[config.mk]
export PLATFORM = sky130hd
export DESIGN_NAME = base64_stream_encoder
export DESIGN_NICKNAME = d
export VERILOG_FILES = /design/src/b64_pkg.sv /design/src/b64_front.sv /design/src/b64_queue.sv /design/src/b64_back.sv /design/src/base64_stream_encoder.sv
export SDC_FILE = /design/constraint.sdc
export NUM_CORES = 1
export LEC_CHECK = 0
export ABC_AREA = 1
export BUFFER_PORTS_ARGS = -buffer_cell sky130_fd_sc_hd__buf_4
export CAP_MARGIN = 10
export CORE_MARGIN = 1.5
export CORE_UTILIZATION = 25
export DETAILED_ROUTE_END_ITERATION = 12
export PLACE_DENSITY = 0.5
export REMOVE_ABC_BUFFERS = 1
export SYNTH_ARGS = -nofsm -noshare
export SYNTH_HDL_FRONTEND = slang
export SYNTH_SLANG_ARGS = --single-unit
[constraint.sdc]
create_clock -name clk -period 2.9 [get_ports clk]
set_input_delay 0.145 -clock clk [delete_from_list [all_inputs] [get_ports clk]]
set_output_delay 0.145 -clock clk [all_outputs]
set_load 0.005 [all_outputs]
[src/b64_pkg.sv]
// b64_pkg: shared types, constants and the sextet-to-character function
// for the base64 stream encoder. No dependencies.

package b64_pkg;

    localparam int GROUP_CHARS = 4;
    localparam int IDX_W       = $clog2(GROUP_CHARS);
    localparam int Q_DEPTH     = 2;
    localparam int Q_AW        = $clog2(Q_DEPTH);
    localparam int Q_CW        = $clog2(Q_DEPTH + 1);

    localparam logic [6:0] PAD_CHAR = 7'h3D;

    // number of real bytes in a group
    localparam logic [1:0] NVALID_ONE   = 2'd1;
    localparam logic [1:0] NVALID_TWO   = 2'd2;
    localparam logic [1:0] NVALID_THREE = 2'd3;

    typedef struct packed {
        logic [7:0] b0;
        logic [7:0] b1;
        logic [7:0] b2;
        logic [1:0] nvalid;
        logic       final_group;
    } group_t;

    typedef struct packed {
        logic not_empty;
        logic not_full;
    } q_flags_t;

    // standard alphabet A-Z a-z 0-9 + /
    function automatic logic [6:0] sextet_char(input logic [5:0] v);
        logic [6:0] c;
        if (v < 6'd26)
        begin
            c = 7'h41 + {1'b0, v};
        end
        else if (v < 6'd52)
        begin
            c = 7'h61 + {1'b0, v - 6'd26};
        end
        else if (v < 6'd62)
        begin
            c = 7'h30 + {1'b0, v - 6'd52};
        end
        else if (v == 6'd62)
        begin
            c = 7'h2B;
        end
        else
        begin
            c = 7'h2F;
        end
        return c;
    endfunction

endpackage

[src/b64_front.sv]
// b64_front: accepts raw bytes, holds up to two pending bytes and forms
// complete or final groups for the queue. Depends on b64_pkg.

module b64_front
(
    input  logic            clk,
    input  logic            rst_n,
    input  logic            in_valid,
    input  logic [7:0]      in_byte,
    input  logic            in_last,
    input  logic            q_not_full,
    output logic            in_ready,
    output logic            push,
    output b64_pkg::group_t group
);

    logic [7:0] first_reg,  first_next;
    logic [7:0] second_reg, second_next;
    logic [1:0] count_reg,  count_next;
    logic       accept;

    assign in_ready = q_not_full;
    assign accept   = in_valid && q_not_full;

    always_comb
    begin
        first_next  = first_reg;
        second_next = second_reg;
        count_next  = count_reg;
        push        = 1'b0;
        group       = '0;
        if (count_reg[1])
        begin
            group.b0     = first_reg;
            group.b1     = second_reg;
            group.b2     = in_byte;
            group.nvalid = b64_pkg::NVALID_THREE;
        end
        else if (count_reg == 2'd1)
        begin
            group.b0     = first_reg;
            group.b1     = in_byte;
            group.nvalid = b64_pkg::NVALID_TWO;
        end
        else
        begin
            group.b0     = in_byte;
            group.nvalid = b64_pkg::NVALID_ONE;
        end
        group.final_group = in_last;
        if (accept)
        begin
            if (count_reg[1] || in_last)
            begin
                push        = 1'b1;
                count_next  = 2'd0;
                first_next  = 8'd0;
                second_next = 8'd0;
            end
            else if (count_reg == 2'd1)
            begin
                second_next = in_byte;
                count_next  = 2'd2;
            end
            else
            begin
                first_next = in_byte;
                count_next = 2'd1;
            end
        end
    end

    always_ff @(posedge clk or negedge rst_n)
    begin
        if (!rst_n)
        begin
            count_reg <= 2'd0;
        end
        else
        begin
            count_reg <= count_next;
        end
    end

    always_ff @(posedge clk)
    begin
        first_reg  <= first_next;
        second_reg <= second_next;
    end

endmodule

[src/b64_queue.sv]
// b64_queue: short group queue between front and back ends, head is
// presented registered for the back end to peek. Depends on b64_pkg.

module b64_queue
(
    input  logic               clk,
    input  logic               rst_n,
    input  logic               push,
    input  b64_pkg::group_t    wr_group,
    input  logic               pop,
    output b64_pkg::group_t    head,
    output b64_pkg::q_flags_t  flags
);

    b64_pkg::group_t            entry_reg [b64_pkg::Q_DEPTH];
    logic [b64_pkg::Q_AW-1:0]   wr_ptr_reg, wr_ptr_next;
    logic [b64_pkg::Q_AW-1:0]   rd_ptr_reg, rd_ptr_next;
    logic [b64_pkg::Q_CW-1:0]   count_reg,  count_next;

    localparam logic [b64_pkg::Q_CW-1:0] FULL_COUNT = b64_pkg::Q_CW'(b64_pkg::Q_DEPTH);
    localparam logic [b64_pkg::Q_AW-1:0] LAST_PTR   = b64_pkg::Q_AW'(b64_pkg::Q_DEPTH - 1);

    assign head            = entry_reg[rd_ptr_reg];
    assign flags.not_empty = (count_reg != '0);
    assign flags.not_full  = (count_reg != FULL_COUNT);

    always_comb
    begin
        wr_ptr_next = wr_ptr_reg;
        rd_ptr_next = rd_ptr_reg;
        count_next  = count_reg;
        if (push)
        begin
            wr_ptr_next = (wr_ptr_reg == LAST_PTR) ? '0 : wr_ptr_reg + 1'b1;
        end
        if (pop)
        begin
            rd_ptr_next = (rd_ptr_reg == LAST_PTR) ? '0 : rd_ptr_reg + 1'b1;
        end
        if (push && !pop)
        begin
            count_next = count_reg + 1'b1;
        end
        else if (pop && !push)
        begin
            count_next = count_reg - 1'b1;
        end
    end

    always_ff @(posedge clk or negedge rst_n)
    begin
        if (!rst_n)
        begin
            wr_ptr_reg <= '0;
            rd_ptr_reg <= '0;
            count_reg  <= '0;
        end
        else
        begin
            wr_ptr_reg <= wr_ptr_next;
            rd_ptr_reg <= rd_ptr_next;
            count_reg  <= count_next;
        end
    end

    always_ff @(posedge clk)
    begin
        if (push)
        begin
            entry_reg[wr_ptr_reg] <= wr_group;
        end
    end

endmodule

[src/b64_back.sv]
// b64_back: walks the queue head into the output register, one character per cycle
// while the output is not stalled, and pops the group as its fourth character is loaded. Depends on b64_pkg.

module b64_back
(
    input  logic              clk,
    input  logic              rst_n,
    input  b64_pkg::group_t   head,
    input  logic              head_valid,
    input  logic              out_ready,
    output logic              pop,
    output logic              out_valid,
    output logic [6:0]        out_char,
    output logic              out_last
);

    logic [b64_pkg::IDX_W-1:0] idx_reg, idx_next;
    logic                      valid_reg, valid_next;
    logic                      last_reg,  last_next;
    logic [6:0]                char_reg,  char_next;
    logic                      advance;
    logic [5:0]                sextet;
    logic                      use_pad;
    logic                      idx_end;

    localparam logic [b64_pkg::IDX_W-1:0] IDX_LAST = b64_pkg::IDX_W'(b64_pkg::GROUP_CHARS - 1);

    assign advance = !valid_reg || out_ready;
    assign idx_end = (idx_reg == IDX_LAST);

    always_comb
    begin
        case (idx_reg)
            2'd0:
            begin
                sextet  = head.b0[7:2];
                use_pad = 1'b0;
            end
            2'd1:
            begin
                sextet  = {head.b0[1:0], head.b1[7:4]};
                use_pad = 1'b0;
            end
            2'd2:
            begin
                sextet  = {head.b1[3:0], head.b2[7:6]};
                use_pad = (head.nvalid == b64_pkg::NVALID_ONE);
            end
            default:
            begin
                sextet  = head.b2[5:0];
                use_pad = (head.nvalid != b64_pkg::NVALID_THREE);
            end
        endcase
    end

    always_comb
    begin
        idx_next   = idx_reg;
        valid_next = valid_reg;
        last_next  = last_reg;
        char_next  = char_reg;
        pop        = 1'b0;
        if (advance)
        begin
            if (head_valid)
            begin
                valid_next = 1'b1;
                char_next  = use_pad ? b64_pkg::PAD_CHAR : b64_pkg::sextet_char(sextet);
                last_next  = idx_end && head.final_group;
                idx_next   = idx_reg + 1'b1;
                pop        = idx_end;
            end
            else
            begin
                valid_next = 1'b0;
                last_next  = 1'b0;
            end
        end
    end

    always_ff @(posedge clk or negedge rst_n)
    begin
        if (!rst_n)
        begin
            idx_reg   <= '0;
            valid_reg <= 1'b0;
            last_reg  <= 1'b0;
        end
        else
        begin
            idx_reg   <= idx_next;
            valid_reg <= valid_next;
            last_reg  <= last_next;
        end
    end

    always_ff @(posedge clk)
    begin
        char_reg <= char_next;
    end

    assign out_valid = valid_reg;
    assign out_char  = char_reg;
    assign out_last  = last_reg;

endmodule

[src/base64_stream_encoder.sv]
// base64_stream_encoder: top level, front end gathers byte groups, queue,
// back end emits characters. Depends on b64_pkg, b64_front, b64_queue, b64_back.
//
//  channel  dir  handshake                    tdata              tlast
//  s_axis   in   s_axis_tvalid/s_axis_tready  [7:0] in_byte      last_byte
//  m_axis   out  m_axis_tvalid/m_axis_tready  [6:0] out_char     end_of_output
//
// a group of three bytes yields four characters, one per cycle from the
// output register while m_axis_tready holds; a final group of one or two
// bytes also yields four characters, padded with '='. the character
// serializer sets the sustained input rate.
// the two-entry group queue lets bytes keep arriving while output stalls;
// s_axis_tready drops only when the queue is full.
// reset clears pending count, queue pointers and output valid.

module base64_stream_encoder
(
    input  logic       clk,
    input  logic       rst_n,
    input  logic       s_axis_tvalid,
    output logic       s_axis_tready,
    input  logic [7:0] s_axis_tdata,   // [7:0] in_byte
    input  logic       s_axis_tlast,
    output logic       m_axis_tvalid,
    input  logic       m_axis_tready,
    output logic [7:0] m_axis_tdata,   // [6:0] out_char, [7] zero
    output logic       m_axis_tlast
);

    b64_pkg::group_t   push_group;
    b64_pkg::group_t   head;
    b64_pkg::q_flags_t q_flags;
    logic              push;
    logic              pop;
    logic [6:0]        out_char;

    b64_front u_front
    (
        .clk        (clk),
        .rst_n      (rst_n),
        .in_valid   (s_axis_tvalid),
        .in_byte    (s_axis_tdata),
        .in_last    (s_axis_tlast),
        .q_not_full (q_flags.not_full),
        .in_ready   (s_axis_tready),
        .push       (push),
        .group      (push_group)
    );

    b64_queue u_queue
    (
        .clk      (clk),
        .rst_n    (rst_n),
        .push     (push),
        .wr_group (push_group),
        .pop      (pop),
        .head     (head),
        .flags    (q_flags)
    );

    b64_back u_back
    (
        .clk        (clk),
        .rst_n      (rst_n),
        .head       (head),
        .head_valid (q_flags.not_empty),
        .out_ready  (m_axis_tready),
        .pop        (pop),
        .out_valid  (m_axis_tvalid),
        .out_char   (out_char),
        .out_last   (m_axis_tlast)
    );

    assign m_axis_tdata = {1'b0, out_char};

    ast_push_room: assert property (@(posedge clk) disable iff (!rst_n)
        push |-> q_flags.not_full)
        else $error("group pushed into a full queue");

    ast_pop_data: assert property (@(posedge clk) disable iff (!rst_n)
        pop |-> q_flags.not_empty)
        else $error("group popped from an empty queue");

    ast_last_valid: assert property (@(posedge clk) disable iff (!rst_n)
        m_axis_tlast |-> m_axis_tvalid)
        else $error("end of output flagged without a character");

    ast_pop_moves: assert property (@(posedge clk) disable iff (!rst_n)
        pop |=> m_axis_tvalid)
        else $error("group retired without its last character shown");

endmodule

=== Word-level counts from Yosys, hierarchy flattened ===
Memories as Yosys holds them, arrays and structs flattened.
Index checks and enable logic that the tools add are counted.

* Flip-flop bits (word level): 33
* Memory bits (writable): 54
* Memories: 1
* Output and inout port bits: 11

{| class="wikitable"
|+ Memories
! name !! depth !! width !! read ports !! clocked after Yosys merged registers in !! write ports !! RTL line !! RTL
|-
| u_queue.entry_reg || 2 || 27 || 1 || 0 || 1 || b64_queue.sv:15 || <nowiki>b64_pkg::group_t entry_reg [b64_pkg::Q_DEPTH];</nowiki>
|}

* Eq/ne operators: 8
* Add/subtract/negate cells: 10
* Reductions and logical operators: 16
* Multiplexer cells: 26
* Magnitude comparators: 3

{| class="wikitable"
|+ Operator list
! cell !! count
|-
| 2-to-1 mux 8 bit || 4
|-
| 2-to-1 mux 7 bit || 3
|-
| one-hot mux 6 bit (3 select lines) || 1
|-
| 2-to-1 mux 16 bit || 1
|-
| adder 7 x 6 -> 7 bit, first input constant || 2
|-
| < comparator 6 bit, second input constant || 2
|-
| 2-to-1 mux 1 bit || 10
|-
| 2-to-1 mux 2 bit || 5
|-
| adder 6 x 6 -> 7 bit, first input constant || 1
|-
| equality test 2 x 1 -> 1 bit, second input constant || 3
|-
| equality test 6 bit, second input constant || 1
|-
| < comparator 6 x 5 -> 1 bit, second input constant || 1
|-
| nonzero test 2 bit || 3
|-
| subtractor 6 x 5 -> 6 bit, second input constant || 1
|-
| subtractor 6 bit, second input constant || 1
|-
| adder 2 x 1 -> 2 bit, second input constant || 2
|-
| equality test 2 bit, second input constant || 2
|-
| logical AND 1 bit || 4
|-
| inequality test 2 bit, second input constant || 2
|-
| AND reduction 2 bit || 2
|-
| zero test 1 bit || 3
|-
| 2-to-1 mux 3 bit || 1
|-
| adder 1 bit, second input constant || 2
|-
| zero test 2 bit || 1
|-
| other kinds (4) || 5
|}

=== Logic depth before layout (Yosys ltp) ===
Gate-level depths: netlist (run 1).

* Depth after elaboration: 7
* Depth in mapped cells: 21

=== Cells and area by module ===
Synthesis (run 1) repeated with hierarchy kept, for this count alone.

* Cell total of the unflattened synthesis: 424
* Area total of the unflattened synthesis: 4672.0 um^2

{| class="wikitable"
|+ Modules (own cells, without submodules)
! module !! sequential area each (um^2) !! instances !! cells an instance !! area an instance (um^2)
|-
| b64_queue || 1721.7 || 1 || 109 || 2254.7
|-
| b64_back || 310.3 || 1 || 181 || 1340.0
|-
| b64_front || 530.5 || 1 || 132 || 1066.0
|-
| base64_stream_encoder || 0.0 || 1 || 2 || 11.3
|}

=== Least setup slack after synthesis (run 1) ===
No wires, ideal clock.

* Path type: register to register
* From: register u_front.count_reg[1]
* To: memory u_queue.entry_reg[1][0] (netlist name), enable pin
* Cell stages (with the launch flop): 6
* Data required time: 2.489 ns
* Period minus slack after synthesis: 2.509 ns
* Arrival time: 2.098 ns
* Slack: 0.391 ns
* Library setup time: 0.411 ns
* Path through: dfrtp_1 > clkbuf_1 > nor2_1 > nor2_1 > inv_1 > nor2_1

* Cells in the longest elaborated chain, start to end: 5

{| class="wikitable"
|+ Ends and longest elaborated chain
! element !! RTL line !! RTL
|-
| from (decl) || b64_front.sv:19 || <nowiki>logic [1:0] count_reg, count_next;</nowiki>
|-
| from (signal assigned) || b64_front.sv:81 || <nowiki>count_reg <= count_next;</nowiki>
|-
| logical OR 1 bit || b64_front.sv:53 || <nowiki>if (count_reg[1] || in_last)</nowiki>
|-
| 2-to-1 mux 1 bit || b64_front.sv:53 ||
|-
| 2-to-1 mux 1 bit || b64_front.sv:51 || <nowiki>if (accept)</nowiki>
|-
| named net push || base64_stream_encoder.sv:33 || <nowiki>logic push;</nowiki>
|-
| 2-to-1 mux 1 bit || b64_queue.sv:68 || <nowiki>if (push)</nowiki>
|-
| 2-to-1 mux 1 bit (not written as such) || b64_queue.sv:70 || <nowiki>entry_reg[wr_ptr_reg] <= wr_group;</nowiki>
|-
| to (decl) || b64_queue.sv:15 ||
|}

The timed path passes the listed nets, and every way through them passes these cells.

=== Final worst setup path (run 1) ===
* From: register u_back.idx_reg[0] (netlist name)
* To: register u_back.char_reg[4] (netlist: u_back.out_char[4]) (data pin)

* Cells in the longest elaborated chain, start to end: 7

{| class="wikitable"
|+ Ends and longest elaborated chain
! element !! RTL line !! RTL
|-
| from (decl) || b64_back.sv:17 || <nowiki>logic [b64_pkg::IDX_W-1:0] idx_reg, idx_next;</nowiki>
|-
| from (signal assigned) || b64_back.sv:92 || <nowiki>idx_reg <= idx_next;</nowiki>
|-
| equality test 2 bit, or another cell as far along || b64_back.sv:33 || <nowiki>case (idx_reg)</nowiki>
|-
| one-hot mux 6 bit (3 select lines) || b64_back.sv:33 ||
|-
| subtractor 6 bit || b64_pkg.sv:45 || <nowiki>c = 7'h30 + {1'b0, v - 6'd52};</nowiki>
|-
| adder 6 x 6 -> 7 bit || b64_pkg.sv:45 ||
|-
| 2-to-1 mux 7 bit || b64_pkg.sv:43 || <nowiki>else if (v < 6'd62)</nowiki>
|-
| 2-to-1 mux 7 bit || b64_pkg.sv:39 || <nowiki>else if (v < 6'd52)</nowiki>
|-
| 2-to-1 mux 7 bit || b64_pkg.sv:35 || <nowiki>if (v < 6'd26)</nowiki>
|-
| to (signal assigned) || b64_back.sv:100 || <nowiki>char_reg <= char_next;</nowiki>
|-
| to (decl) || b64_back.sv:20 || <nowiki>logic [6:0] char_reg, char_next;</nowiki>
|}

Several ways; a longest one is shown, not always the timed one.
A chain may end at the register's enable or synchronous reset.

==> results of run 1 <==
==> final cells by class <==
class | instances | area, um2 | area share
flip-flops and latches | 87 | 2560 | 0.511
inverters | 59 | 221 | 0.0441
clock buffers | 9 | 225 | 0.0449
well taps | 220 | 275 | 0.0549
repair buffers | 31 | 238 | 0.0474
multi-input cells | 271 | 1440 | 0.287
clock inverters | 7 | 53.8 | 0.0107
==> cell families (layout without fill, tap and decap cells) <==
group | count (synthesis) | in the layout
xor gates and xnor gates | 9 | 9
DFF | 87 | 87
other | 1 | 1
adders and majority gates | 15 | 15
AOI/OAI and AO/OA | 62 | 62
muxes | 2 | 2
and+or+nand+nor | 182 | 182
buffers and inverters | 70 | 106
==> cells in the mapped netlist <==
library cell / number / share of area
sky130_fd_sc_hd__nand2_2: 9 / 0.013
sky130_fd_sc_hd__or2_2: 2 / 0.0029
sky130_fd_sc_hd__a21oi_2: 1 / 0.0020
sky130_fd_sc_hd__inv_2: 6 / 0.0052
sky130_fd_sc_hd__nor2_1: 30 / 0.026
sky130_fd_sc_hd__o21ai_1: 2 / 0.0023
sky130_fd_sc_hd__o21ai_2: 1 / 0.0020
sky130_fd_sc_hd__mux2i_1: 2 / 0.0047
sky130_fd_sc_hd__a21oi_1: 16 / 0.019
sky130_fd_sc_hd__buf_6: 3 / 0.0079
sky130_fd_sc_hd__xor2_1: 7 / 0.014
sky130_fd_sc_hd__clkbuf_1: 4 / 0.0035
sky130_fd_sc_hd__ha_1: 15 / 0.044
sky130_fd_sc_hd__nand3_2: 1 / 0.0023
sky130_fd_sc_hd__o211ai_1: 4 / 0.0070
sky130_fd_sc_hd__xnor2_1: 2 / 0.0041
sky130_fd_sc_hd__nand4_1: 3 / 0.0044
sky130_fd_sc_hd__nand3_1: 20 / 0.023
sky130_fd_sc_hd__inv_1: 52 / 0.045
sky130_fd_sc_hd__nor2_4: 1 / 0.0026
sky130_fd_sc_hd__buf_4: 4 / 0.0070
sky130_fd_sc_hd__o21ai_4: 1 / 0.0038
sky130_fd_sc_hd__a21oi_4: 1 / 0.0038
sky130_fd_sc_hd__a21o_1: 1 / 0.0017
sky130_fd_sc_hd__dfrtp_1: 10 / 0.058
sky130_fd_sc_hd__edfxtp_1: 77 / 0.54
sky130_fd_sc_hd__conb_1: 1 / 0.00087
sky130_fd_sc_hd__o21ai_0: 27 / 0.031
sky130_fd_sc_hd__o22a_1: 8 / 0.016
sky130_fd_sc_hd__nand3b_1: 1 / 0.0017
sky130_fd_sc_hd__clkinv_1: 1 / 0.00087
sky130_fd_sc_hd__nand2_1: 115 / 0.10
==> how the worst max path moves through the flow <==
| stage | from | end | slack [ps] |
|---|---|---|---|
| after detailed placement | u_back.idx_reg[0] | u_back.out_char[1] | 240 |
| after global placement | u_back.idx_reg[0] | u_back.out_char[1] | 330 |
| final | u_back.idx_reg[0] | u_back.out_char[4] | 260 |
| after global routing | u_back.idx_reg[1] | u_back.out_char[1] | 3 |
| after CTS | u_back.idx_reg[0] | u_back.out_char[1] | 210 |
| after floorplan | u_front.count_reg[1] | u_queue.entry_reg[1][0] | 350 |
==> what timing repair did <==
action	4_1_cts	5_1_grt
hold endpoints to repair	12	0
setup endpoints to repair	0	5
gates resized for setup	0	1
hold buffers	2	0
==> layer usage <==
layer  global-route usage  share of wire
met1                0.144           0.49
met2                0.167           0.45
met3               0.0336          0.042
met4               0.0352          0.016
met5                    0              0
==> through the flow <==
step / setup WS [ps] / area [um2] / hold WS (ps) / cells / utilization
3_3_place_gp: 330 / 4720 / -5.73 / 666 / 0.282
3_5_place_dp: 236 / 4720 / -5.75 / 666 / 0.282
2_1_floorplan: 353 / 4220 / -151 / 417 / -
4_1_cts: 214 / 5010 / 75.4 / 684 / 0.300
5_1_grt: 3.13 / 5020 / 99.7 / 684 / 0.300
6_report: 263 / 5020 / 83.5 / 684 / 0.300
==> tightest hold or removal path, delay by kind of cell <==
family	cells	cell delay, ps
buffers and inverters	2	140
and+or+nand+nor	1	40
==> results, run 1 <==
- The total setup buffers inserted after CTS is 0.
- The H-tree generated during clock tree synthesis spans 3 levels.
- The effective utilization at floorplan is 0.257.
- In the layout the commonest cells are sky130_fd_sc_hd__nand2_1 (115), sky130_fd_sc_hd__edfxtp_1 (77), sky130_fd_sc_hd__inv_1 (52).
- The post-synthesis instance area is 4300 um2.
- In this run the worst path has a maximum fanout of 11.
- The insertion delay of the later-clocked pin in the worst-skew pair is 350 ps.
- The number of instances on the worst hold path is 3.
- The worst slew margin relative to its limit is 0.332.
- The maximum buffer depth of the clock tree is 2.
- The area growth from synthesis to layout is 16.8%.
- The total routing usage reported by global routing is 0.108.
- The launch point of the worst reg-to-reg path is u_back.idx_reg[0].
- The critical path crosses 18 cells after its start point.
- The path category of the worst min-delay check is in2reg.
- The number of cells on the worst reg-to-reg path is 18.
- The launch point of the worst hold path is s_axis_tdata[6].
- The final total negative setup slack is 0 ps.
- Routability-driven placement finished with a final weighted congestion of 0.860.
- The number of search-and-repair iterations in the first detailed-routing pass is 4.
- The setup check on the worst reg-to-reg path leaves a slack of 260 ps.
- After detailed routing, the total wire length is 8900 um.
- The CTS tree is done.
- The total overflow reported by the global router is 0.
- The share of the synthesized area in compound gates (AO/OA/AOI/OAI) is 0.0891.
- Data on the critical path arrives at its endpoint at 2730 ps.
- The number of antenna cells inserted is 0.
- The startpoint type of the worst setup path is a flip-flop.
- Walking the worst path, the cells encountered are inv_1 > ha_1 > nand2_1 > nand2_1 > inv_1 > nand2_1 > nand2_1 > nand2_1 > nand2_2 > inv_2 > ha_1 > inv_1 > nor2_1 > nand3_2 > nand2_1 > nand2_1 > a21oi_1 > nand2_1.
- The number of instances in the synthesized netlist is 428.
- The worst setup path is captured at a flip-flop.
- The die is 134 um tall.
- The flip-flop count of the largest register after layout is 54.
- Max-cap violations in this run came to 0.
- During I/O placement, the number of pins put on the boundary was 24.
- The ratio of cells with drive above 1 in the final layout is 0.153.
- The clock input transition at the sequential cells of the worst setup and hold paths is 70 ps.
- The count of final hold-check violations is 0.
- The fraction of synthesized cell area in xor and xnor cells is 0.0183.
- The highest-delay cell along the critical path is sky130_fd_sc_hd__dfrtp_1.
- At the pin with the least slew margin, the transition time is 1000 ps.
- For this design, the sink count on the clock tree is 87.
- The max-slew violation total from the final report is 0.
- The standard-cell row count is 47.
- The final clock skew is 10.8 ps.
- The layout net count is 487.
- The portion of netlist area occupied by mux cells is 0.00466.
- The first global-routing pass estimated 14700 um of wire.
- Setup repair after global routing left no endpoint under its margin.
- Among the stages of the critical path, the cell type that occurs most often is sky130_fd_sc_hd__nand2_1.
- The filler cells instantiated in the layout total 1766.
- The final count of negative-setup-slack endpoints is 0.
- After synthesis, the largest family of logic cells by area is simple AND/OR/NAND/NOR gates.
- In this run, the number of DRC markers left after iteration 0 of detailed routing was 172.
- The core area is 16700 um2.
- The run finished with clean final reports.
- The die is 134 um wide.
- Summed over all nets, the half-perimeter wirelength after detailed placement is 6490 um.
- The number of global-route vias before repair was 2775.
- The tree is rooted in a sky130_fd_sc_hd__clkbuf_16.
- The minimum period implied by the final worst setup slack is 2640 ps.
- The via density per instance is 4.20.
- The final critical-path share of the clock period is 0.909.
- The number of buffers inserted during clock tree synthesis is 9.
- The critical path required time is 2990 ps.
- The number of antenna violations at the first check in global routing is 0.
- The endpoint identified for the worst register-to-register timing path is u_back.out_char[4].
- The number of synthesized register bits is 87.
- Of the total synthesized cell area, the portion taken by full adders, half adders and majority gates is 0.0437.
- The Yosys step of the flow raised 0 warnings.
- The most common library cell in the layout ignoring fill and taps is sky130_fd_sc_hd__nand2_1.
- The kind of cell with the highest combined delay along the critical path is simple AND/OR/NAND/NOR gates.
- The category of the critical setup timing path is reg2reg.
- The top achievable clock speed is 379 MHz.
- The routed layout has 2874 vias.
- Counting distinct cell types in the post-synthesis netlist gives 32.
- The count of input and output buffers is 22.
- The buffering stage count on the worst path with inverters included is 4.
- Once detail routing completed, the nets flagged for antenna violations numbered 0.
- On the worst path, the slowest cell contributes a delay of 430 ps.
- The worst min-delay path endpoint is u_queue.entry_reg[1][9].
- The average size of a mapped cell is 10.0 um2.
- The area enclosed by the die boundary is 18000 um2.
- The remaining routing DRC violations is 0.
- After detailed routing, the average wire length per cell comes to 13.0 um.
- Of the total synthesized cell area, the portion taken by AND, OR, NAND and NOR gates is 0.177.
- For this run, the register share of the synthesized area comes to 0.596.
- Entering global routing, the biggest net connects 28 pins.
Power of run 1 is not shown: default switching activity piles up to over one toggle a cycle in this logic, so the estimate is an artifact.
==> run 2: changes to the inputs <==
Settings changed: CELL_PAD_IN_SITES_DETAIL_PLACEMENT set to 2, CELL_PAD_IN_SITES_GLOBAL_PLACEMENT set to 2, GPL_TIMING_DRIVEN set to 0, PLACE_DENSITY 0.5 to 0.65.
==> run 2 against run 1 <==
  * Critical path depth is 10 lower
  * Clock-buffer cell count unchanged
  * Sequential cell count did not move
  * Critical endpoint is now u_queue.count_reg[1]
==> results, run 2 (synthesis results as in run 1) <==
- Run status: finished clean (unchanged).
- The slack of the worst reg-to-reg path is 290 ps (was 260 ps).
- The H-tree depth was 3 (unchanged).
- The category of the worst setup path capture point is a flip-flop (unchanged).
- The count of final hold-check violations is 0 (unchanged).
- The via density per instance is 4.36 (was 4.20).
- The launch point of the worst hold path is s_axis_tdata[7] (was s_axis_tdata[6]).
- The cell at the root of the clock tree was sky130_fd_sc_hd__clkbuf_16 (unchanged).
- The maximum buffer depth of the clock tree was 2 (unchanged).
- The total via count after detailed routing is 2970 (was 2874).
- The launch point of the worst reg-to-reg path is u_back.out_valid (was u_back.idx_reg[0]).
- The total of fill cells in the finished design is 1889 (was 1766).
- The minimum period implied by the final worst setup slack is 2610 ps (was 2640 ps).
- The number of antenna violations at the first check in global routing is 0 (unchanged).
- The most common library cell in the layout ignoring fill and taps is sky130_fd_sc_hd__nand2_1 (unchanged).
- The number of antenna cells inserted came to 0 (unchanged).
- Setup repair after global routing missed its margin: false (unchanged).
- The cell type group with the largest total delay on the critical path is compound AO/OA/AOI/OAI gates (was simple AND/OR/NAND/NOR gates).
- Sequence of cells on the critical path: inv_1 > nor2_1 > a21oi_1 > nand2_1 > ha_1 > a21oi_1 > o21ai_0 > xor2_1 (was inv_1 > ha_1 > nand2_1 > nand2_1 > inv_1 > nand2_1 > nand2_1 > nand2_1 > nand2_2 > inv_2 > ha_1 > inv_1 > nor2_1 > nand3_2 > nand2_1 > nand2_1 > a21oi_1 > nand2_1).
- The height of the die is 134 um (unchanged).
- The slew at the pin closest to its max-slew limit is 1190 ps (was 1000 ps).
- The startpoint type of the worst setup path is a flip-flop (unchanged).
- The final clock skew is 9.20 ps (was 10.8 ps).
- The delay contributed by the slowest stage of the critical path came to 910 ps (was 430 ps).
- The max-slew violation total from the final report came to 0 (unchanged).
- The data arrival time of the critical path is 2840 ps (was 2730 ps).
- The number of search-and-repair iterations in the first detailed-routing pass is 4 (unchanged).
- The capturing point of the worst reg2reg path is u_queue.count_reg[1] (was u_back.out_char[4]).
- The share of the core filled with cells in the final layout came to 0.302 (was 0.300).
- The largest driver fanout on the critical path came to 12 (was 11).
- The final weighted congestion of routability-driven global placement was 0.745 (was 0.860).
- The category of the critical setup timing path is reg2reg (unchanged).
- The growth of design area from synthesis to finish came to 17.5% (was 16.8%).
- The final count of negative-setup-slack endpoints is 0 (unchanged).
- The total routing usage reported by global routing is 0.127 (was 0.108).
- The area used by multi-input combinational logic is 1500 um2 (was 1440 um2).
- The highest-delay cell along the critical path is sky130_fd_sc_hd__a21oi_1 (was sky130_fd_sc_hd__dfrtp_1).
- The total area of sequential cells is 2570 um2 (was 2560 um2).
- The overall die width was 134 um (unchanged).
- The number of global-route vias before repair is 3236 (was 2775).
- The final total negative setup slack is 0 ps (unchanged).
- The remaining routing DRC violations is 0 (unchanged).
- The clock sink count is 87 (unchanged).
- The largest net degree at the start of global routing is 28 (unchanged).
- The top achievable clock speed came to 383 MHz (was 379 MHz).
- The effective utilization at floorplan is 0.257 (unchanged).
- The final critical-path share of the clock period came to 0.900 (was 0.909).
- The area enclosed by the die boundary is 18000 um2 (unchanged).
- The total overflow reported by the global router came to 0 (unchanged).
- The global-route wire length before repair came to 17300 um (was 14700 um).
- The iteration-0 DRC count of the detailed router was 112 (was 172).
- Top library cells by usage in the layout, fill and taps aside: sky130_fd_sc_hd__nand2_1 (115), sky130_fd_sc_hd__edfxtp_1 (77), sky130_fd_sc_hd__inv_1 (50) (was sky130_fd_sc_hd__nand2_1 (115), sky130_fd_sc_hd__edfxtp_1 (77), sky130_fd_sc_hd__inv_1 (52)).
- The antenna violation net count after detailed routing was 0 (unchanged).
- The number of cell instances on the worst register-to-register path is 8 (was 18).
- The number of buffers inserted during clock tree synthesis is 9 (unchanged).
- The insertion delay of the later-clocked pin in the worst-skew pair is 350 ps (about the same).
- The worst slew margin relative to its limit is 0.209 (was 0.332).
- The ratio of cells with drive above 1 in the final layout is 0.156 (was 0.153).
- The flip-flop count of the largest register after layout is 54 (unchanged).
- The max-cap check violation count is 0 (unchanged).
- The core area is 16700 um2 (unchanged).
- The post-detailed-route wirelength per cell came to 15.5 um (was 13.0 um).
- The clock input transition at the sequential cells of the worst setup and hold paths is 70 ps (about the same).
- The routed wire length came to 10500 um (was 8900 um).
- The standard-cell row count was 47 (unchanged).
- The worst min-delay path endpoint is u_queue.entry_reg[1][10] (was u_queue.entry_reg[1][9]).
- The cell repeated most along the worst path is sky130_fd_sc_hd__a21oi_1 (was sky130_fd_sc_hd__nand2_1).
- The sum of net half-perimeters after detailed placement is 7750 um (was 6490 um).
- The path category of the worst min-delay check is in2reg (unchanged).
- The critical path required time is 3130 ps (was 2990 ps).
- The layout net count is 484 (was 487).
- The count of input and output buffers came to 22 (unchanged).
- The number of instances on the worst hold path came to 3 (unchanged).
- The CTS tree is done (unchanged).
- The number of top-level design ports was 24 (unchanged).
- The buffering stage count on the worst path with inverters included is 1 (was 4).
==> run 2: cell count changes in the layout (fill, tap and decap cells not counted), sizes merged <==
cell,change
clkinvlp,-1
buf,-3
clkinv,+1
==> run 2: metrics by stage <==
stage | instance area, um2 | cells | worst slack [ps] | hold slack (ps)
2_1_floorplan | 4220 | 417 | 353 | -151
3_3_place_gp | 4660 | 659 | -669 | -12.1
3_5_place_dp | 4670 | 659 | -259 | -11.9
4_1_cts | 5010 | 677 | 32.8 | 74.8
5_1_grt | 5050 | 681 | 25.9 | 97.7
6_report | 5050 | 681 | 290 | 87.0
==> run 2: final cells by class <==
type                    count  area share
clock buffers               9      0.0446
clock inverters             7     0.00917
inverters                  59      0.0444
multi-input cells         271       0.296
flip-flops and latches     87       0.508
well taps                 220      0.0545
repair buffers             28      0.0426
==> run 2: how the worst max path moves through the flow <==
stage | from | cells after the start | end | slack (ps)
floorplan | u_front.count_reg[1] | 4 | u_queue.entry_reg[1][0] | 350
global placement | u_front.count_reg[1] | 4 | u_queue.entry_reg[0][9] | -670
detailed placement | u_queue.rd_ptr_reg | 14 | u_back.out_char[4] | -260
CTS | u_queue.rd_ptr_reg | 12 | u_back.out_char[4] | 30
global route | u_back.idx_reg[0] | 18 | u_back.out_char[4] | 30
finish | u_back.out_valid | 8 | u_queue.count_reg[1] | 290
==> run 2: worst register-to-register path: cells and delay by family, from the launching register on <==
family,cells,cell delay [ps]
AND/OR/NAND/NOR,2,330
adder cells (fa/ha/maj),1,400
buffers and inverters,1,70
flip-flops,1,380
AO/OA/AOI/OAI,3,1160
XOR/XNOR,1,160
==> run 2: repair_timing <==
item,in CTS,in global routing
hold buffers,2,0
endpoints found under the setup margin,7,7
buffers inserted,0,4
endpoints found under the hold margin,12,0
pin swaps,0,3
gates resized for setup,9,6
==> run 2: metal layers <==
layer / up-vias / routed length (um) / GRT usage
met5: - / 0 / 0
met4: 0 / 165 / 0.0448
met3: 14 / 264 / 0.0306
met2: 23 / 5300 / 0.216
met1: 1463 / 4800 / 0.157
li1: 1470 / - / -
Power of run 2 is left out for the same reason.
